==> src/hw/rtl/sctwa_pkg.sv <==
// shared types and constants for the sized cache table with aging
// no dependencies
`default_nettype none
package sctwa_pkg;

  localparam int IDX_W = 6;
  localparam int CFG_IDX_W = 2;

  localparam logic [1:0] KIND_LOOKUP = 2'd0;
  localparam logic [1:0] KIND_EVICT  = 2'd1;
  localparam logic [1:0] KIND_FINAL  = 2'd2;

  localparam logic [CFG_IDX_W-1:0] CFG_LIMIT  = 2'd0;
  localparam logic [CFG_IDX_W-1:0] CFG_MARKER = 2'd1;

  localparam logic [11:0] LIMIT_RESET  = 12'd64;
  localparam logic [31:0] MARKER_RESET = 32'hFFFF_FFFF;

  // one table record; age is kept as the lookup counter value at last touch
  typedef struct packed {
    logic [31:0] id;
    logic [31:0] bytes;
    logic [31:0] stamp;
  } rec_t;

  localparam rec_t REC_RESET = '{id: 32'hFFFF_FFFF, bytes: 32'd0, stamp: 32'd0};

  typedef struct packed {
    logic             en;
    logic [IDX_W-1:0] addr;
  } rd_req_t;

  typedef struct packed {
    logic             en;
    logic [IDX_W-1:0] addr;
    rec_t             data;
  } wr_req_t;

endpackage
`default_nettype wire

==> src/hw/rtl/sctwa_table.sv <==
// record memory with registered read and per-entry valid bits
// depends on sctwa_pkg
`default_nettype none
module sctwa_table #(
  parameter int ENTRIES = 16
) (
  input  wire logic               clk,
  input  wire logic               rst,
  input  wire sctwa_pkg::rd_req_t rd,
  input  wire sctwa_pkg::wr_req_t wr,
  output sctwa_pkg::rec_t         rdata
);

  localparam int AW = (ENTRIES > 1) ? $clog2(ENTRIES) : 1;

  sctwa_pkg::rec_t mem [ENTRIES];
  sctwa_pkg::rec_t raw;
  logic [ENTRIES-1:0] vld;
  logic rvld;

  always_ff @(posedge clk) begin
    if (wr.en) begin
      mem[wr.addr[AW-1:0]] <= wr.data;
    end
    if (rd.en) begin
      raw <= mem[rd.addr[AW-1:0]];
    end
  end

  // entries never written read as their reset record
  always_ff @(posedge clk) begin
    if (rst) begin
      vld  <= '0;
      rvld <= 1'b0;
    end else begin
      if (wr.en) begin
        vld[wr.addr[AW-1:0]] <= 1'b1;
      end
      if (rd.en) begin
        rvld <= vld[rd.addr[AW-1:0]];
      end
    end
  end

  assign rdata = rvld ? raw : sctwa_pkg::REC_RESET;

endmodule
`default_nettype wire

==> src/hw/rtl/sized_cache_table_with_aging.sv <==
// Sized cache table with aging. Records (id, byte size, age) live in one
// single-port-read memory. Every command walks the memory one record per cycle,
// so the read port sets the rate. A lookup scans every record, then emits its
// result. A miss scans for the total, then for each eviction scans for a victim
// and reports it, then gives the final report; a scan that finds no victim goes
// on to the final report without an eviction report. A result held in the
// output register stalls the next result until it is taken. A new request is
// taken only when the previous one has left its last result in the output
// register. Ages are kept as a stamp of a lookup counter, so aging all records
// is one increment. Reset is immediate: valid bits stand in for a clearing pass.
// depends on sctwa_pkg, sctwa_table
`default_nettype none
module sized_cache_table_with_aging #(
  parameter int ENTRIES = 16
) (
  input  wire logic         clk,
  input  wire logic         rst,
  // request channel
  input  wire logic         s_tvalid,
  output logic              s_tready,
  input  wire logic [63:0]  s_tdata,   // item_id[31:0], new_size[63:32]
  input  wire logic         s_tuser,   // cmd
  // result channel
  output logic              m_tvalid,
  input  wire logic         m_tready,
  output logic [111:0]      m_tdata,   // success[0], entry_index[6:1], entry_slot[12:7],
                                       // entry_size[44:13], sum_before[76:45],
                                       // sum_after[108:77], zero fill
  output logic [1:0]        m_tuser,   // kind
  output logic              m_tlast,   // last
  // configuration write channel
  input  wire logic         cfg_valid,
  output logic              cfg_ready,
  input  wire logic [sctwa_pkg::CFG_IDX_W-1:0] cfg_index,
  input  wire logic [31:0]  cfg_data
);

  localparam logic [sctwa_pkg::IDX_W-1:0] ENT = sctwa_pkg::IDX_W'(ENTRIES);
  localparam logic [sctwa_pkg::IDX_W-1:0] LAST_IDX = sctwa_pkg::IDX_W'(ENTRIES - 1);

  typedef enum logic [2:0] {
    IDLE, LK_SCAN, LK_EMIT, TOT_SCAN, CHECK, EV_SCAN, EV_EMIT, FIN_EMIT
  } state_t;

  state_t st;

  // configuration
  logic [11:0] limit;
  logic [31:0] marker;

  // request and scan bookkeeping
  logic [31:0] id_r, nsize_r, gstamp;
  logic [sctwa_pkg::IDX_W-1:0] scnt, pidx;
  logic pv;

  // lookup results
  logic found;
  logic [sctwa_pkg::IDX_W-1:0] fidx;
  logic [31:0] fbytes, prefix;

  // miss bookkeeping
  logic [31:0] pre_total, after;
  logic has_free, fin_ok;
  logic [sctwa_pkg::IDX_W-1:0] ffree, nev;

  // victim search
  logic sel, vdone;
  logic [sctwa_pkg::IDX_W-1:0] vi;
  logic [31:0] vsize;

  // output register fields
  logic o_success;
  logic [sctwa_pkg::IDX_W-1:0] o_index, o_slot;
  logic [31:0] o_size, o_before, o_after;

  sctwa_pkg::rd_req_t rd;
  sctwa_pkg::wr_req_t wr;
  sctwa_pkg::rec_t    r;

  logic can_emit, out_load, scan_st, scan_end, r_free;
  logic [31:0] age, thresh, budget, fit_sum, before_n;

  sctwa_table #(.ENTRIES(ENTRIES)) u_table (
    .clk   (clk),
    .rst   (rst),
    .rd    (rd),
    .wr    (wr),
    .rdata (r)
  );

  assign s_tready  = (st == IDLE);
  assign cfg_ready = 1'b1;
  assign can_emit  = !m_tvalid || m_tready;
  // output register takes a new result this cycle
  assign out_load  = can_emit && ((st == LK_EMIT) || (st == EV_EMIT && sel) ||
                                  (st == FIN_EMIT));
  assign scan_st   = (st == LK_SCAN) || (st == TOT_SCAN) || (st == EV_SCAN);
  assign scan_end  = pv && (pidx == LAST_IDX);
  assign r_free    = (r.id == marker);
  assign age       = gstamp - r.stamp;
  assign thresh    = {22'd0, limit[11:2]};
  assign budget    = {limit, 20'd0};
  assign fit_sum   = after + nsize_r;
  assign before_n  = pre_total + r.bytes;

  always_comb begin
    rd.en   = scan_st && (scnt < ENT);
    rd.addr = scnt;
  end

  // write-backs happen only outside the scans, so a read never races a write
  always_comb begin
    wr = '0;
    priority if (st == LK_EMIT && can_emit && found) begin
      wr.en   = 1'b1;
      wr.addr = fidx;
      wr.data = '{id: id_r, bytes: fbytes, stamp: gstamp};
    end else if (st == EV_EMIT && can_emit && sel) begin
      wr.en   = 1'b1;
      wr.addr = vi;
      wr.data = '{id: marker, bytes: 32'd0, stamp: gstamp};
    end else if (st == FIN_EMIT && can_emit && fin_ok) begin
      wr.en   = 1'b1;
      wr.addr = ffree;
      wr.data = '{id: id_r, bytes: nsize_r, stamp: gstamp};
    end else begin
      wr.en = 1'b0;
    end
  end

  always_ff @(posedge clk) begin
    if (rst) begin
      st       <= IDLE;
      limit    <= sctwa_pkg::LIMIT_RESET;
      marker   <= sctwa_pkg::MARKER_RESET;
      gstamp   <= 32'd0;
      m_tvalid <= 1'b0;
      pv       <= 1'b0;
      scnt     <= '0;
      nev      <= '0;
    end else begin
      if (cfg_valid && cfg_ready) begin
        if (cfg_index == sctwa_pkg::CFG_LIMIT) begin
          limit <= cfg_data[11:0];
        end else if (cfg_index == sctwa_pkg::CFG_MARKER) begin
          marker <= cfg_data;
        end
      end

      if (m_tready && !out_load) begin
        m_tvalid <= 1'b0;
      end

      pv   <= rd.en;
      pidx <= scnt;
      if (rd.en) begin
        scnt <= scnt + 1'b1;
      end

      unique case (st)
        IDLE: begin
          if (s_tvalid) begin
            id_r    <= s_tdata[31:0];
            nsize_r <= s_tdata[63:32];
            scnt    <= '0;
            if (!s_tuser) begin
              gstamp <= gstamp + 32'd1;  // ages every record by one
              found  <= 1'b0;
              prefix <= 32'd0;
              st     <= LK_SCAN;
            end else begin
              pre_total <= 32'd0;
              has_free  <= 1'b0;
              nev       <= '0;
              st        <= TOT_SCAN;
            end
          end
        end

        LK_SCAN: begin
          if (pv && !found) begin
            if (r.id == id_r) begin
              found  <= 1'b1;
              fidx   <= pidx;
              fbytes <= r.bytes;
            end else begin
              prefix <= prefix + r.bytes;
            end
          end
          if (scan_end) begin
            st <= LK_EMIT;
          end
        end

        LK_EMIT: begin
          if (can_emit) begin
            m_tvalid  <= 1'b1;
            m_tuser   <= sctwa_pkg::KIND_LOOKUP;
            m_tlast   <= 1'b1;
            o_success <= found;
            o_index   <= found ? fidx : ENT;
            o_slot    <= found ? fidx : '0;
            o_size    <= found ? fbytes : 32'd0;
            o_before  <= prefix;
            o_after   <= 32'd0;
            st        <= IDLE;
          end
        end

        TOT_SCAN: begin
          if (pv) begin
            pre_total <= before_n;
            if (r_free && !has_free) begin
              has_free <= 1'b1;
              ffree    <= pidx;
            end
          end
          if (scan_end) begin
            after <= before_n;
            st    <= CHECK;
          end
        end

        CHECK: begin
          if ((fit_sum > budget) || !has_free) begin
            if (nev >= ENT) begin
              fin_ok <= 1'b0;
              st     <= FIN_EMIT;
            end else begin
              sel   <= 1'b0;
              vdone <= 1'b0;
              vsize <= 32'hFFFF_FFFF;
              scnt  <= '0;
              st    <= EV_SCAN;
            end
          end else begin
            fin_ok <= 1'b1;
            st     <= FIN_EMIT;
          end
        end

        // first aged record wins, else smallest, lowest index on ties
        EV_SCAN: begin
          if (pv && !vdone && !r_free) begin
            if (age > thresh) begin
              sel   <= 1'b1;
              vi    <= pidx;
              vsize <= r.bytes;
              vdone <= 1'b1;
            end else if (r.bytes < vsize) begin
              sel   <= 1'b1;
              vi    <= pidx;
              vsize <= r.bytes;
            end
          end
          if (scan_end) begin
            st <= EV_EMIT;
          end
        end

        EV_EMIT: begin
          if (!sel) begin
            fin_ok <= 1'b0;
            st     <= FIN_EMIT;
          end else if (can_emit) begin
            m_tvalid  <= 1'b1;
            m_tuser   <= sctwa_pkg::KIND_EVICT;
            m_tlast   <= 1'b0;
            o_success <= 1'b0;
            o_index   <= vi;
            o_slot    <= vi;
            o_size    <= vsize;
            o_before  <= 32'd0;
            o_after   <= 32'd0;
            after     <= after - vsize;
            has_free  <= 1'b1;
            if (!has_free || (vi < ffree)) begin
              ffree <= vi;
            end
            nev <= nev + 1'b1;
            st  <= CHECK;
          end
        end

        FIN_EMIT: begin
          if (can_emit) begin
            m_tvalid  <= 1'b1;
            m_tuser   <= sctwa_pkg::KIND_FINAL;
            m_tlast   <= 1'b1;
            o_success <= fin_ok;
            o_index   <= fin_ok ? ffree : '0;
            o_slot    <= '0;
            o_size    <= 32'd0;
            o_before  <= pre_total;
            o_after   <= after;
            st        <= IDLE;
          end
        end

        default: st <= IDLE;
      endcase
    end
  end

  assign m_tdata = {3'd0, o_after, o_before, o_size, o_slot, o_index, o_success};

`ifndef SYNTHESIS
  a_busy_after_accept: assert property (@(posedge clk) disable iff (rst)
    s_tvalid && s_tready |=> !s_tready)
    else $error("request taken while busy");

  a_evict_bound: assert property (@(posedge clk) disable iff (rst)
    nev <= ENT)
    else $error("more evictions than entries");

  a_hit_index: assert property (@(posedge clk) disable iff (rst)
    m_tvalid && (m_tuser == sctwa_pkg::KIND_LOOKUP) && m_tdata[0] |-> o_index < ENT)
    else $error("lookup hit with index out of range");

  a_evict_not_last: assert property (@(posedge clk) disable iff (rst)
    m_tvalid && (m_tuser == sctwa_pkg::KIND_EVICT) |-> !m_tlast && (st != IDLE))
    else $error("eviction report ends a request");
`endif

endmodule
`default_nettype wire

==> config.mk <==
export PLATFORM = sky130hd
export DESIGN_NAME = sized_cache_table_with_aging
export DESIGN_NICKNAME = d
export VERILOG_FILES = /design/src/hw/rtl/sctwa_pkg.sv /design/src/hw/rtl/sctwa_table.sv /design/src/hw/rtl/sized_cache_table_with_aging.sv
export SDC_FILE = /design/constraint.sdc
export NUM_CORES = 2
export LEC_CHECK = 0
export BUFFER_PORTS_ARGS = -buffer_cell sky130_fd_sc_hd__buf_2
export CORE_UTILIZATION = 50
export CTS_CLUSTER_DIAMETER = 80
export DETAILED_ROUTE_END_ITERATION = 8
export GPL_ROUTABILITY_DRIVEN = 1
export PLACE_DENSITY = 0.66
export SLEW_MARGIN = 20
export SYNTH_ARGS = -nofsm -noshare
export SYNTH_HDL_FRONTEND = slang
export SYNTH_SLANG_ARGS = --single-unit
==> constraint.sdc <==
create_clock -name clk -period 11.9 [get_ports clk]
set_input_delay 3.57 -clock clk [delete_from_list [all_inputs] [get_ports clk]]
set_output_delay 3.57 -clock clk [all_outputs]
set_load 0.01 [all_outputs]
==> reports/qor.yml <==
cts:
  clkLatencyLatePin_ps: 870
  cts_setup_buffers: 0
  root_buffer: "clkbuf_16"
  ctsResizeCount: 0
  cts_buffers: 207
  cts_max_path_buffers: 3
  cts_hold_buf: 0
  htreeDepth: 4
  tritoncts: "built"
  clock_sinks: 2107
  cts.clk_slew.worst_paths_ps: 60
setup_path:
  worst-path-max-fanout: 44
  critPathLaunch: "m_tready"
  slowest_stage: "nor2_4"
  critPathMaxStageDelay_ps: 880
  r2r_cells: 22
  worstPathRequired_ps: 12340
  r2r_start: "after[2]"
  critPathKind: "input port to register"
  cp-start-kind: "input port"
  critPathCaptureType: "register"
  path_cells: "buf_2 > nand2b_1 > and3_2 > nor3_2 > buf_4 > nor2_1 > nand2b_1 > nor2_4 > buf_4"
  arrival_ps: 7320
synth:
  synth-edff-count: 1997
  syn_area_um2: 90000
  syn_avg_cell_area_um2: 16.9
  synth_cell_type_count: 97
  synthCells: 5340
  seq_area_frac_synth_pct: 69.1
  yosys_most_used_dff: "edfxtp_1"
  yosys_warnings: 0
  postSynth.asyncResetShare_pct: 0
  synth_seq_cells: 2107
finish:
  final_common_cell: "edfxtp_1"
  layout_common_cells: "1,997 x edfxtp_1, 485 x mux4_2, 442 x nand2_1"
  area_growth_pct: 12.4
  final_nets: 5934
  drive_gt1_share_pct: 20.6
  seq_area_um2: 62200
  nFillCells: 13500
  multiInputGateArea_um2: 26800
  final_cells: 8145
  final_area_um2: 101000
  largest_register_ffs: 1536
sta:
  slew_violations: 0
  rsz0062_at_grt: "no"
  fmax_ghz: 0.145
  fin_setup_tns_ps: 0
  layout_min_cycle_time_ps: 6880
  slew_headroom_pct: 12.9
  worst_pin_slew_ps: 1290
  period_share_pct: 57.8
  fin_skew_ps: 65.0
  setup_viol: 0
  finalHoldViolations: 0
grt:
  grt_usage_pct: 25.4
  grt_max_degree: 136
  grt_pass1_wl_um: 336000
  overflow: 0
  antenna_found_initial: 8
  grt_pass1_vias: 50000
run_status:
  status: "finished clean"
place:
  io_buffer_count: 217
  place_area_um2: 94100
  hpwl_um: 141000
  dp_cells: 7753
  globalplace.congestion: 0.915
pwr:
  ir_drop_uv: 135
  switching_power_mw: 4.52
  p_leak_nw: 34.0
  clock_power_share_pct: 37.2
  p_per_area_nw_per_um2: 177
  p_int_mw: 13.4
  p_sw_share_pct: 25.2
  seqPwrFrac_pct: 49.2
  p_comb_share_pct: 13.6
die:
  core_area_um2: 179000
  ios: 222
  fp.dieW_um: 426
  rows: 155
  die_h_um: 426
  start_util_pct: 50.4
  dieArea_um2: 182000
worst_hold_path:
  hold_class: "register to register"
  hp-start: "limit[11]"
  worst_hold_path.num_cells: 2
job:
  maxCapViolCount: 0
detailed_routing:
  dr.pass1.iters: 6
  wl_um: 230000
  drtIter0Drc: 5512
  drc: 0
  final_antenna_net_count: 0
  via_per_inst: 6.21
  vias: 50600
  wl_per_cell_um: 28.2
==> per-layer routing <==
metal / part of all wire [%] / track usage, %
met5: 0 / 0
met4: 3.2 / 8.41
met3: 7.1 / 3.64
met2: 47 / 40.3
met1: 42 / 36.4
==> path summary, 6_finish.rpt <==
| path | slack (ps) | end |
|---|---|---|
| setup / recovery | 5020 | u_table.mem[8][54] |
| hold reg to reg | 460 | limit[11] |
| hold / removal | 460 | limit[11] |
| setup reg to reg | 5320 | vsize[16] |
==> power groups by stage <==
| stage | clock, mW | sequential (mW) | combinational [mW] |
|---|---|---|---|
| finish | 6.66 | 8.83 | 2.44 |
| global route | 7.04 | 8.85 | 2.62 |
| CTS | 6.76 | 8.82 | 2.44 |
| detailed placement | 0 | 8.98 | 2.42 |
| global placement | 0 | 8.97 | 2.40 |
| floorplan | 0 | 8.90 | 1.69 |
==> through the flow <==
stage | hold WS [ps] | total power, mW | utilization, % | worst slack [ps]
after global placement | 449 | 11.4 | 52.7 | 4250
after global routing | 491 | 18.5 | 56.6 | 4840
after floorplan | 406 | 10.6 | - | 2410
after detailed placement | 455 | 11.4 | 52.7 | 4200
final | 463 | 17.9 | 56.6 | 5020
after CTS | 463 | 18.0 | 56.6 | 5080
==> worst max-delay path, delay by kind of cell <==
kind,cells,cell delay [ps]
buffers and inverters,3,1220
and+or+nand+nor,6,2410
==> logic make-up (layout without fill, tap and decap cells) <==
kind of cell | after synthesis | after routing | share of synthesized area (%)
DFF | 2107 | 2107 | 69.1
buffers and inverters | 358 | 802 | 1.53
AOI/OAI and AO/OA | 815 | 815 | 5.96
other | 2 | 8 | 0.00835
xor gates and xnor gates | 165 | 165 | 1.61
adders and majority gates | 221 | 221 | 3.11
and+or+nand+nor | 1168 | 1168 | 6.34
muxes | 504 | 504 | 12.4
==> Yosys cell counts (all sizes together) (57+ instances only) <==
cell type,instances,area [um2]
a21o,57,428
a21oi,236,1190
a22o,67,587
and2,77,482
clkbuf,176,664
dfxtp,110,2200
edfxtp,1997,60000
ha,216,2700
inv,126,473
mux4,485,10900
nand2,443,1670
nand2b,65,407
nand3,77,390
nor2,235,900
o21ai,168,841
xnor2,63,552
xor2,102,893
==> cell type report <==
cell class                      count  area share (%)
Multi-Input combinational cell   2877            26.5
Antenna cell                        4         0.00990
Tap cell                         2355            2.91
Clock buffer                      255            5.42
Timing Repair Buffer              289            1.74
Inverter                          127           0.473
Clock inverter                    131            1.50
Sequential cell                  2107            61.5
Power figures use the tool's default switching activity.
